===== src/sv/ptt_pkg.sv =====
// Package for the partition table translator.
// Holds the item structs, request and status codes and table constants.
// No dependencies.
package ptt_pkg;

  // table size, one cell per partition
  localparam int unsigned NumParts = 16;
  localparam int unsigned BlkW     = 64;
  localparam int unsigned IdW      = 8;

  localparam logic [BlkW-1:0] AllOnes = '1;

  // direction of a create
  localparam logic FromEnd = 1'b1;

  typedef enum logic [1:0] {
    REQ_CREATE = 2'd0,
    REQ_P2D    = 2'd1,
    REQ_D2P    = 2'd2,
    REQ_QUERY  = 2'd3
  } req_type_e;

  typedef enum logic [2:0] {
    ST_OK       = 3'd0,
    ST_NO_SPACE = 3'd1,
    ST_EXISTS   = 3'd2,
    ST_UNKNOWN  = 3'd3,
    ST_RANGE    = 3'd4,
    ST_FULL     = 3'd5
  } status_e;

  // configuration register indexes
  typedef enum logic [0:0] {
    REG_FREE_BASE = 1'b0,
    REG_FREE_SIZE = 1'b1
  } cfg_reg_e;

  // input item
  typedef struct packed {
    req_type_e       req_type;
    logic [IdW-1:0]  part_id;
    logic            use_partition;
    logic [BlkW-1:0] block_number;
    logic [BlkW-1:0] carve_size;
    logic            carve_tail;
    logic [BlkW-1:0] base_block;
  } ptt_in_t;

  // result item
  typedef struct packed {
    status_e         status;
    logic [BlkW-1:0] result_block;
    logic [BlkW-1:0] part_offset;
    logic [BlkW-1:0] part_base;
    logic [BlkW-1:0] part_count;
    logic [BlkW-1:0] blocks_available;
  } ptt_out_t;

  // request fields broadcast to every cell
  typedef struct packed {
    req_type_e       req_type;
    logic [IdW-1:0]  part_id;
    logic [BlkW-1:0] block_number;
  } ptt_cell_req_t;

  // one table entry
  typedef struct packed {
    logic [IdW-1:0]  id;
    logic [BlkW-1:0] offset;
    logic [BlkW-1:0] base;
    logic [BlkW-1:0] count;
  } ptt_entry_t;

  // match result collected along the cell row
  typedef struct packed {
    logic            hit;
    logic            below;
    logic [BlkW-1:0] diff;
    logic [BlkW-1:0] offset;
    logic [BlkW-1:0] base;
    logic [BlkW-1:0] count;
  } ptt_acc_t;

endpackage


===== src/sv/ptt_cell.sv =====
// One cell of the partition table row: holds one entry, matches the id of
// the current item and merges its hit into the result passed down the row.
// Depends on ptt_pkg.
module ptt_cell (
  input  logic                   clk_i,
  input  logic                   rst_ni,
  input  logic                   clear_i,
  input  ptt_pkg::ptt_cell_req_t req_i,
  input  logic                   wr_en_i,
  input  ptt_pkg::ptt_entry_t    wr_entry_i,
  input  logic                   prev_valid_i,
  output logic                   valid_o,
  input  ptt_pkg::ptt_acc_t      acc_i,
  output ptt_pkg::ptt_acc_t      acc_o,
  output logic                   hit_o
);
  import ptt_pkg::*;

  logic              valid_q, valid_d;
  ptt_entry_t        entry_q;
  logic              hit_q, hit_d;
  logic              below_q, below_d;
  logic [BlkW-1:0]   diff_q, diff_d;
  logic [BlkW-1:0]   from_blk;
  logic              take;

  // first free cell of the row takes the new entry
  assign take = wr_en_i && !valid_q && prev_valid_i;

  always_comb begin
    valid_d = valid_q;
    if (clear_i) begin
      valid_d = 1'b0;
    end else if (take) begin
      valid_d = 1'b1;
    end
  end

  always_ff @(posedge clk_i or negedge rst_ni) begin
    if (!rst_ni) begin
      valid_q <= 1'b0;
    end else begin
      valid_q <= valid_d;
    end
  end

  always_ff @(posedge clk_i) begin
    if (take) begin
      entry_q <= wr_entry_i;
    end
  end

  // id match and distance from the partition start
  always_comb begin
    from_blk = (req_i.req_type == REQ_P2D) ? entry_q.base : entry_q.offset;
    hit_d    = valid_q && (entry_q.id == req_i.part_id);
    below_d  = req_i.block_number < from_blk;
    diff_d   = req_i.block_number - from_blk;
  end

  always_ff @(posedge clk_i) begin
    hit_q   <= hit_d;
    below_q <= below_d;
    diff_q  <= diff_d;
  end

  // merge into the row result, ids are unique so at most one cell hits
  always_comb begin
    acc_o = acc_i;
    if (hit_q) begin
      acc_o.hit    = 1'b1;
      acc_o.below  = acc_i.below | below_q;
      acc_o.diff   = acc_i.diff | diff_q;
      acc_o.offset = acc_i.offset | entry_q.offset;
      acc_o.base   = acc_i.base | entry_q.base;
      acc_o.count  = acc_i.count | entry_q.count;
    end
  end

  assign valid_o = valid_q;
  assign hit_o   = hit_q;

endmodule


===== config.mk =====
export PLATFORM = sky130hd
export DESIGN_NAME = ptt_cell
export DESIGN_NICKNAME = d
export VERILOG_FILES = /design/src/sv/ptt_pkg.sv /design/src/sv/ptt_cell.sv
export SDC_FILE = /design/constraint.sdc
export NUM_CORES = 1
export LEC_CHECK = 0
export ABC_AREA = 1
export BUFFER_PORTS_ARGS = -buffer_cell sky130_fd_sc_hd__buf_2
export CORE_AREA = 5 5 304 306
export DETAILED_ROUTE_END_ITERATION = 8
export DIE_AREA = 0 0 309 311
export PLACE_DENSITY = 0.38
export SLEW_MARGIN = 30
export SYNTH_ARGS = -nofsm -noshare
export SYNTH_HDL_FRONTEND = slang
export SYNTH_SLANG_ARGS = --single-unit

===== constraint.sdc =====
create_clock -name clk_i -period 10.4 [get_ports clk_i]
set_input_delay 1.56 -clock clk_i [delete_from_list [all_inputs] [get_ports clk_i]]
set_output_delay 1.56 -clock clk_i [all_outputs]
set_load 0.05 [all_outputs]

==> results_dict.tcl, run 1 <==
set metrics [dict create \
    status "completed" \
    start_util_pct 18.37 \
    postCtsHoldBufs 0 \
    p_total_mw 3.354 \
    cts_buffer_depth 3 \
    final_common_cell "buf_2" \
    ys_warn_count 0 \
    first_pass_iters 7 \
    worstPathRequired_ps 8840 \
    postSynthAreaPerCell_sq_um 7.885 \
    rsz0062_at_grt "no" \
    num_rows 110 \
    path_clk_slew_ps 70 \
    antenna_found_initial 39 \
    numCtsBuffers 35 \
    grt_overflow 0 \
    syn_area_sq_mm 0.01641 \
    wl_um 82550 \
    yosys.area_share.simple_pct 22.58 \
    vias 16200 \
    max-cap-violations 0 \
    critPathArrivalTime_ps 2930 \
    combPwrFrac_pct 25.9 \
    sw_frac_of_total_pct 35.10 \
    crit_buf_inv 3 \
    synth_nets 2683 \
    cts_root_buf "clkbuf_16" \
    p_leak_nw 12.58 \
    syn_inst 2081 \
    synth_top_family_by_area "simple AND/OR/NAND/NOR gates" \
    layout-drive-gt1-share_pct 31.90 \
    ir_drop_uv 93.74 \
    power_frac_clock_pct 34.4 \
    clock.fmax_mhz 222.5 \
    hp-class "flip-flop to flip-flop" \
    antenna_left 0 \
    synth_fa_ha_area_share_pct 5.002 \
    wire_per_inst_um 20.18 \
    grt_usage_pct 16.35 \
    dp_hpwl_um 71170 \
    final_nets 3479 \
    worstPathCellList "inv_2 > buf_4 > o21bai_1 > buf_2" \
    drv_slew 0 \
    drc 0 \
    ys_types 36 \
    powerDensity_mw_per_mm2 146.8 \
    critical-path-top-delay-family "buffers and inverters" \
    end_kind "output pin" \
    grt_pass1_vias 16520 \
    first_iter_violations 787 \
    finClkSkew_ps 21.92 \
    fp.dieH_um 311 \
    cpMaxStageDelayCell "dfxtp_4" \
    synth_xor_area_share_pct 1.868 \
    worst_slack_ps 5906 \
    path_class "flip-flop to output pin" \
    syn_to_final_growth_pct 39.27 \
    timing.final.crit_share_pct 43.21 \
    core_sq_mm 0.08932 \
    dp_slack_ps 5323 \
    ys_seq_elements 267 \
    clock_latency_ps 550 \
    cpPeakStageDelay_ps 780 \
    seq_power_share_pct 39.7 \
    cts_resized 0 \
    cts_setup_buffers 0 \
    grt_start_max_net_pins 131 \
    cts_tree "built" \
    drt-vias-per-instance 3.960 \
    p_switching_mw 1.177 \
    fin_crit_ps 4494 \
    tightest_slew_ps 948.7 \
    final_util_pct 25.58 \
    numPortBuffers 796 \
    critical_path.max_fanout 52 \
    layout_common_cells "buf_2, nand2_1, inv_1, edfxtp_1, a21o_1" \
    routabilityCongestion 0.8685 \
    cts.sinks 267 \
    relSlewSlack_pct 36.75 \
    die-area_sq_mm 0.09610 \
    grt_pass1_wl_um 114000 \
    io_pins 797 \
    ys_seq_area_share_pct 44.81 \
    fin_tns_setup_ps 0 \
    finalHoldViolations 0 \
    synth_compound_area_share_pct 15.57 \
    startpoint_type "flip-flop" \
    fp.dieW_um 309 \
    setup_violations 0 \
    synth_mux_area_share_pct 0 \
    ctsHtreeMaxLevel 2 \
    intPower_mw 2.177 \
]
==> area by class of cell <==
| cell class | instances | area, sq um |
|---|---|---|
| clock buffer | 47 | 972.2 |
| fill | 9953 | 66470 |
| sequential | 267 | 7356 |
| clock inverter | 16 | 92.59 |
| tap | 1176 | 1471 |
| timing repair buffer | 802 | 4041 |
| antenna | 12 | 30.03 |
| inverter | 396 | 1486 |
| multi-input combinational | 1375 | 7402 |
==> power by group through the flow <==
stage,Combinational [mW],Sequential (mW),Clock [mW]
after floorplan,0.557,1.30,0
after CTS,0.883,1.34,1.21
after global placement,0.880,1.36,0
final,0.869,1.33,1.15
after detailed placement,0.880,1.36,0
after global routing,0.957,1.34,1.25
==> state kept, by name, indices dropped and copies added (netlist names) <==
register / cells
valid_o: 1
diff_q: 64
entry_q: 200
hit_o: 1
below_q: 1
==> worst paths after layout <==
path | start | end | slack [ps] | cells past startpoint
max | hit_o$_DFF_P_ | acc_o[149] | 5910 | 4
max reg2reg | entry_q[64]$_DFFE_PP_ | diff_q[46]$_DFF_P_ | 7620 | 17
min reg2reg | entry_q[199]$_DFFE_PP_ | hit_o$_DFF_P_ | 530 | 3
max in group asynchronous | rst_ni | valid_o$_DFFE_PN0P_ | 9540 | 1
min in group asynchronous | rst_ni | valid_o$_DFFE_PN0P_ | 770 | 1
min | entry_q[199]$_DFFE_PP_ | hit_o$_DFF_P_ | 530 | 3
==> synth_stat cells, drive strengths merged <==
library cell,count,area [sq um]
o21bai,65,488.0
o22ai,2,12.51
a21oi,49,249.0
o211ai,1,7.510
and3,1,6.260
ha,64,800.8
nor3,13,95.09
a22o,1,8.760
dfxtp,66,1321
edfxtp,200,6006
or2,1,6.260
fa,1,20.02
buf,17,85.09
o21ai,68,340.3
clkbuf,26,97.59
nor2b,1,6.260
nand4,15,93.84
xor2,31,271.5
nor4,1,12.51
nand2,682,2610
inv,392,1471
nor2,125,554.3
clkinv,4,15.01
xnor2,4,35.03
nand3,57,320.3
a21o,193,1449
dfrtp,1,25.02
==> tightest hold or removal path, stage by stage, from the launching register on <==
cell,delay (ps)
edfxtp_1,330
xnor2_1,70
nand3_1,70
nor2_1,40
==> metal layers <==
layer / GRT usage, % / vias to the layer above / routed length, um / part of all wire (%)
li1: - / 8241 / - / -
met1: 20.73 / 7355 / 35550 / 43
met2: 28.29 / 460 / 40410 / 49
met3: 3.533 / 115 / 4539 / 5.5
met4: 4.059 / 30 / 1855 / 2.2
met5: 0 / - / 192 / 0.23
==> stage by stage <==
step	hold WS [ps]	instances	area, sq um
after detailed placement	541.9	4016	21760
after floorplan	512.9	2081	16410
after CTS	542.8	4079	22820
after global routing	573.3	4087	22840
final	530.2	4091	22850
after global placement	542.8	4016	21760
==> cells by family after synthesis <==
| family | after synthesis |
|---|---|
| xor gates and xnor gates | 35 |
| and+or+nand+nor | 896 |
| adders and majority gates | 65 |
| buffers and inverters | 439 |
| DFF | 267 |
| AOI/OAI and AO/OA | 379 |
No activity file was read; power rests on OpenSTA's default activity.
==> inputs of run 2 (changes only) <==
--- a/config.mk
+++ b/config.mk
@@ -10,7 +10,7 @@
 export CORE_AREA = 5 5 304 306
 export DETAILED_ROUTE_END_ITERATION = 8
 export DIE_AREA = 0 0 309 311
-export PLACE_DENSITY = 0.38
+export PLACE_DENSITY = 0.39
 export SLEW_MARGIN = 30
 export SYNTH_ARGS = -nofsm -noshare
 export SYNTH_HDL_FRONTEND = slang
==> constraint.sdc (replaced) <==
create_clock -name clk_i -period 3.8 [get_ports clk_i]
set_input_delay 0.57 -clock clk_i [delete_from_list [all_inputs] [get_ports clk_i]]
set_output_delay 0.57 -clock clk_i [all_outputs]
set_load 0.05 [all_outputs]
==> run 2 against run 1 <==
- critical path depth is 1 lower
- sequential cell count unchanged
- total power grew to 2.8 times the previous value
- via count rose by 0.45%
- worst hold slack worse by 400 ps
- cell count increased by 0.49%
- sequential power rose to 2.7 times the previous value
- combinational power rose to 2.8 times the previous value
- largest power group unchanged
==> results_dict.tcl, run 2 (synthesis results as in run 1) <==
set metrics [dict create \
    worstPathCellList "buf_12 > a21o_1 > buf_2" \
    fillCellCount 9918 \
    relSlewSlack_pct 33.86 \
    critical_path.max_fanout 196 \
    whs_ps 133.8 \
    dpl_cell_area_sq_mm 0.02195 \
    critPathLaunch "hit_o$_DFF_P_" \
    clock.fmax_mhz 347.8 \
    num_rows 110 \
    status "completed" \
    max-cap-violations 0 \
    path_class "flip-flop to output pin" \
    min_from "clear_i" \
    rsz0062_at_grt "no" \
    grt_usage_pct 16.73 \
    start_util_pct 18.37 \
    finalHoldViolations 0 \
    cts_resized 0 \
    cpPeakStageDelay_ps 600 \
    hp-class "input pin to flip-flop" \
    ctsHtreeMaxLevel 2 \
    ff2ff_path_depth 17 \
    finalInstanceArea_sq_mm 0.02315 \
    cts_setup_buffers 0 \
    first_pass_iters 5 \
    powerDensity_mw_per_mm2 409.5 \
    path_clk_slew_ps 60 \
    holdPathStages 2 \
    syn_to_final_growth_pct 41.08 \
    fp.dieH_um 311 \
    antenna_found_initial 42 \
    crit_buf_inv 2 \
    numCtsBuffers 36 \
    drt-vias-per-instance 3.959 \
    final_common_cell "buf_2" \
    largest-register "entry_q" \
    worst_slack_ps 925.1 \
    cts_tree "built" \
    p_leak_nw 12.72 \
    first_iter_violations 809 \
    final_nets 3498 \
    grt_pass1_wl_um 116700 \
    timing.rr.start "entry_q[64]$_DFFE_PP_" \
    ir_drop_uv 235.3 \
    die-area_sq_mm 0.09610 \
    tightest_slew_ps 992.1 \
    grt_overflow 0 \
    end_kind "output pin" \
    cts.sinks 267 \
    critPathArrivalTime_ps 2300 \
    io_pins 797 \
    cpMaxStageDelayCell "buf_12" \
    largest_register_ffs 200 \
    dp_slack_ps 328.9 \
    cts_buffer_depth 3 \
    final_util_pct 25.92 \
    finClkSkew_ps 30.52 \
    critical-path-top-delay-family "buffers and inverters" \
    fin_crit_ps 2875 \
    routabilityCongestion 0.8956 \
    wl_um 84260 \
    core_sq_mm 0.08932 \
    layout-drive-gt1-share_pct 32.46 \
    vias 16270 \
    cts_root_buf "clkbuf_16" \
    startpoint_type "flip-flop" \
    grt_start_max_net_pins 196 \
    fp.dieW_um 309 \
    reg_top3 "entry_q: 200 flops, diff_q: 64 flops" \
    grt_pass1_vias 16580 \
    worstPathRequired_ps 3230 \
    fin_tns_setup_ps 0 \
    layout_common_cells "buf_2, nand2_1, inv_1, edfxtp_1, a21o_1" \
    setup_violations 0 \
    dp_hpwl_um 72670 \
    timing.final.crit_share_pct 75.66 \
    antenna_left 0 \
    clock_latency_ps 580 \
    drc 0 \
    wire_per_inst_um 20.50 \
    path_depth 3 \
    drv_slew 0 \
    numPortBuffers 796 \
]
[run 2: path summary, 6_finish.rpt]
path,endpoint,slack [ps]
setup / recovery,acc_o[84],930
hold / removal,valid_o$_DFFE_PN0P_,130
min in group asynchronous,valid_o$_DFFE_PN0P_,340
setup reg to reg,diff_q[46]$_DFF_P_,1050
max in group asynchronous,valid_o$_DFFE_PN0P_,3370
hold reg to reg,valid_o$_DFFE_PN0P_,590
[run 2: metrics by stage]
step                power, mW  cells
global route            9.987   4107
detailed placement      6.145   4033
CTS                     9.673   4100
finish                  9.480   4111
global placement        6.154   4033
floorplan               5.062   2081
[run 2: worst register-to-register path: stages, from the launching register on]
cell and delay [ps]:
edfxtp_1 330, inv_1 50, o21ai_0 240, ha_1 190, inv_1 100, fa_1 490, nand3_1 130, nand3_2 120
nand2_1 90, nand2_1 130, nand2_1 90, nand2_1 130, nand2_1 140, nand2_2 100, nand2_1 110, nand2_1 60
nand2_1 50, nand2_1 70
[run 2: per-layer routing]
metal	routed length [um]	up-vias	track usage, %
met5	225	-	0
met4	1744	34	3.926
met3	5096	117	3.812
met2	40620	495	28.52
met1	36570	7354	21.52
li1	-	8274	-
[run 2: timing repair]
action                                  4_1_cts  5_1_grt
endpoints found under the hold margin         1        0
endpoints found under the setup margin        0        0
hold buffers                                  1        0
[run 2: report_power, final]
part	switching [mW]	internal (mW)
Sequential	0.206	3.42
Clock	1.46	1.97
Combinational	1.67	0.755
Total	3.34	6.14
[run 2: layout make-up]
| cell class | count | area (sq um) | share of cell area [%] |
|---|---|---|---|
| Antenna cell | 11 | 27.53 | 0.1189 |
| Clock buffer | 44 | 930.9 | 4.021 |
| Clock inverter | 22 | 227.7 | 0.9837 |
| Inverter | 396 | 1486 | 6.421 |
| Multi-Input combinational cell | 1375 | 7418 | 32.05 |
| Sequential cell | 267 | 7357 | 31.78 |
| Tap cell | 1176 | 1471 | 6.356 |
| Timing Repair Buffer | 820 | 4229 | 18.27 |
